$ cat src/rtl/core/speq_pkg.sv
package speq_pkg;

   localparam int CAPACITY      = 16;
   localparam int PRIORITY_BITS = 8;

   localparam int CNT_W  = $clog2(CAPACITY + 1);
   localparam int IDX_W  = $clog2(CAPACITY);
   localparam int OCC_W  = 5;
   localparam int PRIO_W = 8;

   // only the low PRIORITY_BITS of a priority take part in ordering
   localparam logic [PRIO_W-1:0] PRIO_MASK = (PRIORITY_BITS >= PRIO_W) ?
      {PRIO_W{1'b1}} : PRIO_W'((64'd1 << PRIORITY_BITS) - 64'd1);

   localparam logic CMD_PUSH = 1'b0;
   localparam logic CMD_POP  = 1'b1;

   typedef struct packed {
      logic              command;
      logic [3:0]        system_id;
      logic [3:0]        resource_id;
      logic [3:0]        event_status;
      logic [PRIO_W-1:0] priority_req;
      logic [15:0]       amount;
   } req_type;

   typedef struct packed {
      logic              pop_valid;
      logic [3:0]        out_system_id;
      logic [3:0]        out_resource_id;
      logic [3:0]        out_status;
      logic [PRIO_W-1:0] out_priority;
      logic [15:0]       out_amount;
      logic              overflow;
      logic [OCC_W-1:0]  occupancy;
   } rsp_type;

   typedef struct packed {
      logic [3:0]        system_id;
      logic [3:0]        resource_id;
      logic [3:0]        event_status;
      logic [PRIO_W-1:0] priority_val;
      logic [15:0]       amount;
   } entry_type;

   // controller to datapath
   typedef struct packed {
      logic capture;
      logic do_push;
      logic do_pop;
      logic drop;
      logic respond;
   } dp_cmd_type;

   // datapath to controller
   typedef struct packed {
      logic is_pop;
      logic full;
      logic empty;
   } dp_status_type;

endpackage

$ cat src/rtl/core/speq_ctrl.sv
module speq_ctrl
   import speq_pkg::*;
(
   input  logic          clock,
   input  logic          reset,
   input  logic          start,
   output logic          busy,
   input  dp_status_type status,
   output dp_cmd_type    cmd
);

   typedef enum logic [1:0] {
      ST_IDLE = 2'b01,
      ST_EXEC = 2'b10
   } state_type;

   state_type state_ff, state_in;

   always_comb begin
      state_in = state_ff;
      cmd      = '0;
      unique case (state_ff)
         ST_IDLE: begin
            if (start) begin
               cmd.capture = 1'b1;
               state_in    = ST_EXEC;
            end
         end
         ST_EXEC: begin
            cmd.do_push = !status.is_pop && !status.full;
            cmd.drop    = !status.is_pop && status.full;
            cmd.do_pop  = status.is_pop && !status.empty;
            cmd.respond = 1'b1;
            state_in    = ST_IDLE;
         end
         default: state_in = ST_IDLE;
      endcase
   end

   always_ff @(posedge clock) begin
      if (reset) begin
         state_ff <= ST_IDLE;
      end else begin
         state_ff <= state_in;
      end
   end

   assign busy = (state_ff == ST_EXEC);

endmodule

$ cat src/rtl/core/speq_datapath.sv
module speq_datapath
   import speq_pkg::*;
(
   input  logic          clock,
   input  logic          reset,
   input  req_type       req_data,
   input  dp_cmd_type    cmd,
   output dp_status_type status,
   output logic          rsp_strobe,
   output rsp_type       rsp_data
);

   req_type          req_ff;
   entry_type        cell_ff [CAPACITY];
   entry_type        cell_in [CAPACITY];
   logic [CNT_W-1:0] count_ff, count_in;
   rsp_type          rsp_ff, rsp_in;
   logic             rsp_strobe_ff;
   logic [CAPACITY-1:0] keep;
   entry_type        new_entry;

   assign new_entry.system_id    = req_ff.system_id;
   assign new_entry.resource_id  = req_ff.resource_id;
   assign new_entry.event_status = req_ff.event_status;
   assign new_entry.priority_val = req_ff.priority_req & PRIO_MASK;
   assign new_entry.amount       = req_ff.amount;

   // a cell holds its entry when it is occupied and ranks at or above the
   // new entry; the sorted order makes this a thermometer code
   always_comb begin
      for (int i = 0; i < CAPACITY; i++) begin
         keep[i] = (CNT_W'(i) < count_ff) &&
                   (cell_ff[i].priority_val >= new_entry.priority_val);
      end
   end

   always_comb begin
      for (int i = 0; i < CAPACITY; i++) begin
         cell_in[i] = cell_ff[i];
      end
      if (cmd.do_push) begin
         if (!keep[0]) begin
            cell_in[0] = new_entry;
         end
         for (int i = 1; i < CAPACITY; i++) begin
            if (!keep[i]) begin
               if (keep[i-1]) begin
                  cell_in[i] = new_entry;
               end else begin
                  cell_in[i] = cell_ff[i-1];
               end
            end
         end
      end else if (cmd.do_pop) begin
         for (int i = 0; i < CAPACITY - 1; i++) begin
            cell_in[i] = cell_ff[i+1];
         end
      end
   end

   always_comb begin
      count_in = count_ff;
      if (cmd.do_push) begin
         count_in = count_ff + CNT_W'(1);
      end else if (cmd.do_pop) begin
         count_in = count_ff - CNT_W'(1);
      end
   end

   always_comb begin
      rsp_in           = '0;
      rsp_in.overflow  = cmd.drop;
      rsp_in.occupancy = OCC_W'(count_in);
      if (cmd.do_pop) begin
         rsp_in.pop_valid       = 1'b1;
         rsp_in.out_system_id   = cell_ff[0].system_id;
         rsp_in.out_resource_id = cell_ff[0].resource_id;
         rsp_in.out_status      = cell_ff[0].event_status;
         rsp_in.out_priority    = cell_ff[0].priority_val;
         rsp_in.out_amount      = cell_ff[0].amount;
      end
   end

   always_ff @(posedge clock) begin
      if (cmd.capture) begin
         req_ff <= req_data;
      end
      if (cmd.respond) begin
         rsp_ff <= rsp_in;
      end
      for (int i = 0; i < CAPACITY; i++) begin
         cell_ff[i] <= cell_in[i];
      end
   end

   always_ff @(posedge clock) begin
      if (reset) begin
         count_ff      <= '0;
         rsp_strobe_ff <= 1'b0;
      end else begin
         count_ff      <= count_in;
         rsp_strobe_ff <= cmd.respond;
      end
   end

   assign status.is_pop = (req_ff.command == CMD_POP);
   assign status.full   = (count_ff == CNT_W'(CAPACITY));
   assign status.empty  = (count_ff == '0);
   assign rsp_strobe    = rsp_strobe_ff;
   assign rsp_data      = rsp_ff;

   a_count_bound: assert property (@(posedge clock) disable iff (reset)
      count_ff <= CNT_W'(CAPACITY))
      else $error("entry count above capacity");

   a_pop_no_ovf: assert property (@(posedge clock) disable iff (reset)
      rsp_strobe_ff && rsp_ff.pop_valid |-> !rsp_ff.overflow)
      else $error("pop result flagged overflow");

   a_push_grows: assert property (@(posedge clock) disable iff (reset)
      cmd.do_push |=> count_ff == CNT_W'($past(count_ff) + CNT_W'(1)))
      else $error("push did not grow the count");

   a_pop_nonempty: assert property (@(posedge clock) disable iff (reset)
      cmd.do_pop |-> count_ff != '0)
      else $error("pop issued on empty queue");

   a_one_op: assert property (@(posedge clock) disable iff (reset)
      $countones({cmd.do_push, cmd.do_pop, cmd.drop}) <= 1)
      else $error("conflicting datapath commands");

endmodule

$ cat src/rtl/core/stable_priority_event_queue_top.sv
// Channel      Ports                       Transfer rule
// request      start, busy, req_data       taken at a clock edge with start high, busy low
// response     rsp_strobe, rsp_data        valid for the single cycle rsp_strobe is high
//
// Each transaction is captured, then executed: in execute the whole sorted
// cell row shifts or inserts at once, or holds on a drop or an empty pop,
// and busy is high. The response strobes in the cycle after execute, and a
// new request may be taken in that same cycle.
// Reset (synchronous, active high) empties the queue; cell contents are not
// cleared, only the entry count. The receiver cannot stall the response.
module stable_priority_event_queue_top
   import speq_pkg::*;
(
   input  logic    clock,
   input  logic    reset,
   input  logic    start,
   output logic    busy,
   input  req_type req_data,
   output logic    rsp_strobe,
   output rsp_type rsp_data
);

   dp_cmd_type    cmd;
   dp_status_type status;

   // sequence capture and execute, pick push, drop or pop from queue status
   speq_ctrl u_ctrl (
      .clock  (clock),
      .reset  (reset),
      .start  (start),
      .busy   (busy),
      .status (status),
      .cmd    (cmd)
   );

   // hold the sorted entries and build the registered response
   speq_datapath u_datapath (
      .clock      (clock),
      .reset      (reset),
      .req_data   (req_data),
      .cmd        (cmd),
      .status     (status),
      .rsp_strobe (rsp_strobe),
      .rsp_data   (rsp_data)
   );

endmodule

$ cat config.mk
export PLATFORM = sky130hd
export DESIGN_NAME = stable_priority_event_queue_top
export DESIGN_NICKNAME = d
export VERILOG_FILES = /design/src/rtl/core/speq_pkg.sv /design/src/rtl/core/speq_ctrl.sv /design/src/rtl/core/speq_datapath.sv /design/src/rtl/core/stable_priority_event_queue_top.sv
export SDC_FILE = /design/constraint.sdc
export NUM_CORES = 1
export LEC_CHECK = 0
export BUFFER_PORTS_ARGS = -buffer_cell sky130_fd_sc_hd__buf_2
export CORE_ASPECT_RATIO = 0.9
export CORE_MARGIN = 1.5
export CORE_UTILIZATION = 58
export CTS_CLUSTER_DIAMETER = 120
export DETAILED_ROUTE_END_ITERATION = 7
export PLACE_DENSITY_LB_ADDON = 0.05
export SLEW_MARGIN = 10
export SYNTH_ARGS = -nofsm -noshare
export SYNTH_HDL_FRONTEND = slang
export SYNTH_HIERARCHICAL = 1
export SYNTH_SLANG_ARGS = --single-unit
$ cat constraint.sdc
create_clock -name clock -period 5.55 [get_ports clock]
set_input_delay 1.665 -clock clock [delete_from_list [all_inputs] [get_ports clock]]
set_output_delay 1.665 -clock clock [all_outputs]
set_load 0.03 [all_outputs]
==> results.cfg, run 1 <==
[timing]
min_period_over_period_pct = 70.56
period_needed_ns = 3.916
final_hold_viol_count = 0
rsz0062_at_grt = no
whs_ns = 0.5387
fin_skew_ns = 0.03072
finalMaxSlewViolations = 0
setup_viol = 0
max_freq_mhz = 255.4
tightest_slew_ns = 1.289
relSlewSlack_pct = 14.05
fin_tns_setup_ns = 0

[job]
cap_violations = 0

[power_and_ir_drop]
peakVddDrop_mv = 0.2735
p_leak_nw = 12.74
p_total_mw = 10.86
powerDensity_nw_per_um2 = 276.0

[synthesis]
synth_top_area_share_pct = 54.39
syn_inst = 3516
async_flop_share_pct = 0
ys.flop_type = edfxtp_1
synthDistinctLibCells = 59
synthTopCellsByArea = edfxtp_1, a31oi_1, nand3_1, o21ai_0, nor2_1
avgSynthCellArea_um2 = 10.30
synth_edf_count = 656
synth-seq-area-share_pct = 54.83
ys_ff_latch = 664
synth_nets = 3688
yosys_warnings = 6
synthesis.area_um2 = 36220
yosysTopAreaCell = edfxtp_1

[critical_path]
r2r_start = u_datapath/new_entry[23]$_DFFE_PP_
startpoint = u_datapath/new_entry[23]$_DFFE_PP_
crit_fanout = 36
crit_path_end_kind = flop
worstSetupPathType = flop to flop
arrival_ns = 4.35
slowest_stage = o211a_1
crit_chain = buf_4 -> inv_1 -> ha_1 -> nand2_1 -> a2bb2oi_1 -> o211a_1 -> o21ai_0 -> a31oi_1
max_stage_delay_ns = 1.07
critPathLaunchType = flop
worstPathRequired_ns = 5.99

[cts]
cts_tree = done
post-cts-setup-buffers = 0
cts_buffers = 72
clk_latency_ns = 0.62
clockRootBuffer = clkbuf_16
cts-resized-gates = 0
cts-htree-levels = 3
clockBufferDepth = 3
clk_pin_slew_worst_paths_ns = 0.06
cts.sinks = 664
ctsHoldBuffers = 0

[route]
wire_per_inst_um = 24.53
viasPerCell = 6.872
ant_nets = 0
vias = 29592
drt_iter0_drc = 3592
routed_wl_um = 105600
post-route-drc-count = 0
first_pass_iters = 6

[global_routing]
gr-usage-all-layers_pct = 32.77
grt_pass1_vias = 29313
grt_pass1_wl_um = 165400
antenna_found_initial = 2
grt_start_max_net_pins = 211
overflow = 0

[min_path]
hold_class = flop to flop
hp-start = u_ctrl/state_ff[0]$_SDFFE_PP1P_

[floorplanning]
initial_utilization_pct = 58.95
die_w_um = 266.4
rows = 86
pin_count = 85
core_um2 = 61440
dieArea_um2 = 63950
fp.dieH_um = 240.1

[finish]
ff_latch_area_um2 = 19860
multiInputGateArea_um2 = 14920
syn2layout_area_growth_pct = 8.661
n_antenna_cell = 0
drive_gt1_share_pct = 11.79
num-fill-cells = 4879
fin_nets = 3588

[run_status]
status = completed

[placed_design]
hpwl_um = 71040
io_buffers = 84
gp_congestion = 0.8972
==> sequential cells by signal, summed over array words and instances (netlist names) <==
| name | flops |
|---|---|
| u_datapath/rsp_strobe | 1 |
| u_ctrl/state_ff | 2 |
| u_datapath/count_ff | 5 |
| u_datapath/cell_ff | 576 |
| u_datapath/new_entry | 36 |
| u_datapath/rsp_data | 43 |
| u_datapath/status | 1 |
==> report_power, final <==
part | leakage [nW] | switching, mW | internal [mW]
Combinational | 5.70 | 0.455 | 0.164
Clock | 1.08 | 2.01 | 2.59
Sequential | 5.96 | 0.112 | 5.52
==> synth_stat cells, drive strengths merged (2+ instances only) <==
cell / n
a21o: 14
o22ai: 3
nand2b: 17
a31oi: 489
or3: 2
buf: 106
a2bb2oi: 7
and4bb: 3
dfxtp: 8
xor2: 3
clkbuf: 240
ha: 132
mux2i: 37
o2111ai: 7
o211a: 7
a21oi: 57
nor2: 522
edfxtp: 656
a2111oi: 7
o21ai: 483
o21bai: 2
o21a: 7
nand3: 473
nor2b: 6
and2: 43
or4: 7
a211o: 6
a221oi: 7
o211ai: 7
or2: 2
nor3: 8
nand2: 30
mux2: 71
inv: 36
==> final timing paths <==
| kind | end | slack, ns | depth (start not counted) |
|---|---|---|---|
| min | u_ctrl/state_ff[0]$_SDFFE_PP1P_ | 0.54 | 1 |
| max | u_datapath/cell_ff[0][105]$_DFFE_PP_ | 1.63 | 8 |
| max reg2reg | u_datapath/cell_ff[0][105]$_DFFE_PP_ | 1.63 | 8 |
| min reg2reg | u_ctrl/state_ff[0]$_SDFFE_PP1P_ | 0.54 | 1 |
==> cell families (layout without fill, tap and decap cells) <==
group | count (synthesis) | after routing | synth area share, %
and+or+nand+nor | 1120 | 1120 | 14.11
DFF | 664 | 664 | 54.83
adders and majority gates | 132 | 132 | 4.560
xor gates and xnor gates | 4 | 4 | 0.09675
buffers and inverters | 382 | 336 | 4.771
muxes | 108 | 108 | 3.230
AOI/OAI and AO/OA | 1106 | 1106 | 18.40
==> cell usage in the layout (no fill, tap or decap), types with 15 or more instances in the layout <==
master	synthesis	final
buf_2	60	84
and2_1	43	43
clkbuf_16	0	76
clkinv_2	0	15
nand2b_1	16	16
nand3_1	473	473
inv_1	36	36
clkbuf_1	230	20
ha_1	132	132
buf_4	13	80
nand2_1	30	30
mux2_2	71	71
a31oi_1	488	474
a21oi_1	54	49
o21ai_1	55	49
mux2i_1	37	36
edfxtp_1	656	656
o21ai_0	427	427
nor2_1	521	518
==> metal layers <==
layer  GRT usage, %  routed length [um]  part of all wire (%)  vias to the layer above
met4          11.95                3720                   3.5                        2
met5              0                  13                 0.012                        -
met1          46.45               44770                    42                    14649
met2          51.10               48580                    46                     1468
li1               -                   -                     -                    13183
met3          5.295                8537                   8.1                      290
==> cell type report <==
class | count | share of cell area, %
clock buffer | 96 | 5.023
tap | 836 | 2.658
clock inverter | 32 | 0.5309
sequential | 664 | 50.46
multi-input combinational | 2470 | 37.92
inverter | 36 | 0.3434
timing repair buffer | 172 | 3.059
==> critical path, delay by kind of cell (launching register included) <==
kind	cells	cell delay [ns]
fa+ha+maj	1	0.38
compound gates	4	1.90
simple gates	1	0.10
buf+inv	2	0.95
flops	1	0.36
==> metrics by stage <==
stage / cell area, um^2 / utilization (%) / worst slack (ns) / std cells
CTS: 39250 / 63.88 / 1.722 / 4302
global placement: 37070 / 60.33 / 1.809 / 4174
detailed placement: 37070 / 60.33 / 1.720 / 4174
finish: 39350 / 64.05 / 1.634 / 4306
floorplan: 36220 / - / 0.9437 / 3516
global route: 39350 / 64.05 / 1.439 / 4306
Note: power is estimated with default switching activity, not from simulation.
==> inputs of run 2 (changes only) <==
--- a/config.mk
+++ b/config.mk
@@ -8,7 +8,7 @@
 export BUFFER_PORTS_ARGS = -buffer_cell sky130_fd_sc_hd__buf_2
 export CORE_ASPECT_RATIO = 0.9
 export CORE_MARGIN = 1.5
-export CORE_UTILIZATION = 58
+export CORE_UTILIZATION = 57
 export CTS_CLUSTER_DIAMETER = 120
 export DETAILED_ROUTE_END_ITERATION = 7
 export PLACE_DENSITY_LB_ADDON = 0.05
==> constraint.sdc (replaced) <==
create_clock -name clock -period 3.4 [get_ports clock]
set_input_delay 1.02 -clock clock [delete_from_list [all_inputs] [get_ports clock]]
set_output_delay 1.02 -clock clock [all_outputs]
set_load 0.03 [all_outputs]
==> results.cfg, run 2 (same netlist as run 1, synthesis figures left out) <==
[run_status]
status = completed

[global_routing]
grt_pass1_vias = 29466
antenna_found_initial = 2
gr-usage-all-layers_pct = 31.13
grt_start_max_net_pins = 129
grt_pass1_wl_um = 161200
overflow = 0

[cts]
cts.sinks = 664
ctsHoldBuffers = 0
cts-resized-gates = 0
clockBufferDepth = 3
post-cts-setup-buffers = 0
cts-htree-levels = 3
cts_buffers = 73
clk_pin_slew_worst_paths_ns = 0.06
clockRootBuffer = clkbuf_16
clk_latency_ns = 0.64
cts_tree = done

[critical_path]
crit_path_end_kind = flop
crit_fanout = 36
critPathLaunchType = flop
r2r_slack_ns = 0.19
reg2reg_depth = 6
r2r_start = u_datapath/count_ff[4]$_SDFF_PP0_
arrival_ns = 3.41
worstPathRequired_ns = 3.60
worstSetupPathType = flop to flop
r2r-end = u_datapath/cell_ff[1][245]$_DFFE_PP_

[route]
viasPerCell = 6.761
routed_wl_um = 101800
drt_iter0_drc = 3181
met2WireLength_um = 47380
dr.max_layer_used = met5
wire_per_inst_um = 23.43
first_pass_iters = 6
ant_nets = 0
vias = 29371
met3_length_um = 6962
post-route-drc-count = 0
drt-met1-wl_um = 44390

[min_path]
hp-start = u_ctrl/state_ff[0]$_SDFFE_PP1P_
hold_path_end = u_ctrl/state_ff[0]$_SDFFE_PP1P_
min_delay_path_depth = 1
hold_class = flop to flop

[floorplanning]
pin_count = 85
initial_utilization_pct = 57.76
fp.dieH_um = 242.1
rows = 87
die_w_um = 268.7
dieArea_um2 = 65060
core_um2 = 62700

[finish]
finalNonFillerCells = 4344
drive_gt1_share_pct = 12.64
layout_commonest_cell = edfxtp_1
largest_reg_flops = 576
fin_nets = 3615
final_cell_mix = edfxtp_1, nor2_1, a31oi_1, nand3_1, o21ai_0
post-route-util_pct = 63.56
max_flop_register = u_datapath/cell_ff
syn2layout_area_growth_pct = 10.04

[timing]
setup_viol = 0
rsz0062_at_grt = no
tightest_slew_ns = 1.263
final_hold_viol_count = 0
min_period_over_period_pct = 94.38
period_needed_ns = 3.209
fin_skew_ns = 0.02979
relSlewSlack_pct = 15.82
max_freq_mhz = 311.6
finalMaxSlewViolations = 0

[power_and_ir_drop]
peakVddDrop_mv = 0.4050
p_leak_nw = 12.97
powerDensity_nw_per_um2 = 449.8

[placed_design]
gp_congestion = 0.8920
io_buffers = 84
dp.cells = 4206
hpwl_um = 70920

[job]
cap_violations = 0
==> run 2: cell types whose count changed in the layout (fill, tap and decap cells not counted), moves of 2 or more <==
cell	before	now
bufinv_16	2	4
clkinv_1	13	18
clkbuf_1	20	11
buf_4	80	90
inv_16	0	2
inv_6	1	3
buf_12	5	21
==> run 2: power by group <==
group | switching, mW | leakage, nW | internal [mW]
Combinational | 0.720 | 5.89 | 0.296
Sequential | 0.173 | 5.96 | 9.02
Clock | 3.35 | 1.12 | 4.37
==> run 2: cell type report <==
| cell class | instances | area, um^2 |
|---|---|---|
| well taps | 845 | 1057 |
| inverters | 36 | 135.1 |
| diodes | 1 | 2.502 |
| multi-input cells | 2470 | 14940 |
| clock inverters | 43 | 334.1 |
| repair buffers | 198 | 1599 |
| fillers | 5005 | 22850 |
| flip-flops and latches | 664 | 19860 |
| clock buffers | 87 | 1932 |
==> run 2: worst max path at each step <==
stage	from	to	slack, ns	cells past startpoint
2_1_floorplan	u_datapath/count_ff[1]$_SDFF_PP0_	u_datapath/cell_ff[0][144]$_DFFE_PP_	-0.31	10
3_5_place_dp	u_datapath/new_entry[16]$_DFFE_PP_	u_datapath/cell_ff[0][211]$_DFFE_PP_	0.22	6
5_1_grt	u_datapath/count_ff[4]$_SDFF_PP0_	u_datapath/cell_ff[1][243]$_DFFE_PP_	0.15	6
3_3_place_gp	u_datapath/count_ff[4]$_SDFF_PP0_	u_datapath/cell_ff[1][247]$_DFFE_PP_	0.26	6
4_1_cts	u_datapath/new_entry[16]$_DFFE_PP_	u_datapath/cell_ff[0][189]$_DFFE_PP_	0.23	6
6_report	u_datapath/count_ff[4]$_SDFF_PP0_	u_datapath/cell_ff[1][245]$_DFFE_PP_	0.19	6
==> run 2: per-stage QoR <==
stage	setup WS [ns]	setup TNS, ns	hold WS [ns]	power (mW)	cell area [um^2]
after detailed placement	0.2185	0	0.5078	10.34	37420
final	0.1912	0	0.5178	17.93	39850
after CTS	0.2333	0	0.5208	18.02	39690
after floorplan	-0.3098	-42.18	0.4449	9.982	36400
after global placement	0.2642	0	0.4921	10.30	37420
after global routing	0.1503	0	0.5444	18.46	39850
==> run 2: critical path, stage by stage, from the launching register on <==
cell,delay [ns]
dfxtp_1,0.33
or2_4,0.31
nor2_2,0.22
and2_1,0.17
and4bb_2,0.26
nor2_4,0.83
o21ba_2,0.61
==> run 2: routing by layer <==
layer | up-vias | GRT usage [%]
met1 | 14489 | 44.94
met5 | - | 0
met4 | 4 | 10.31
met2 | 1375 | 48.59
li1 | 13239 | -
met3 | 264 | 4.289
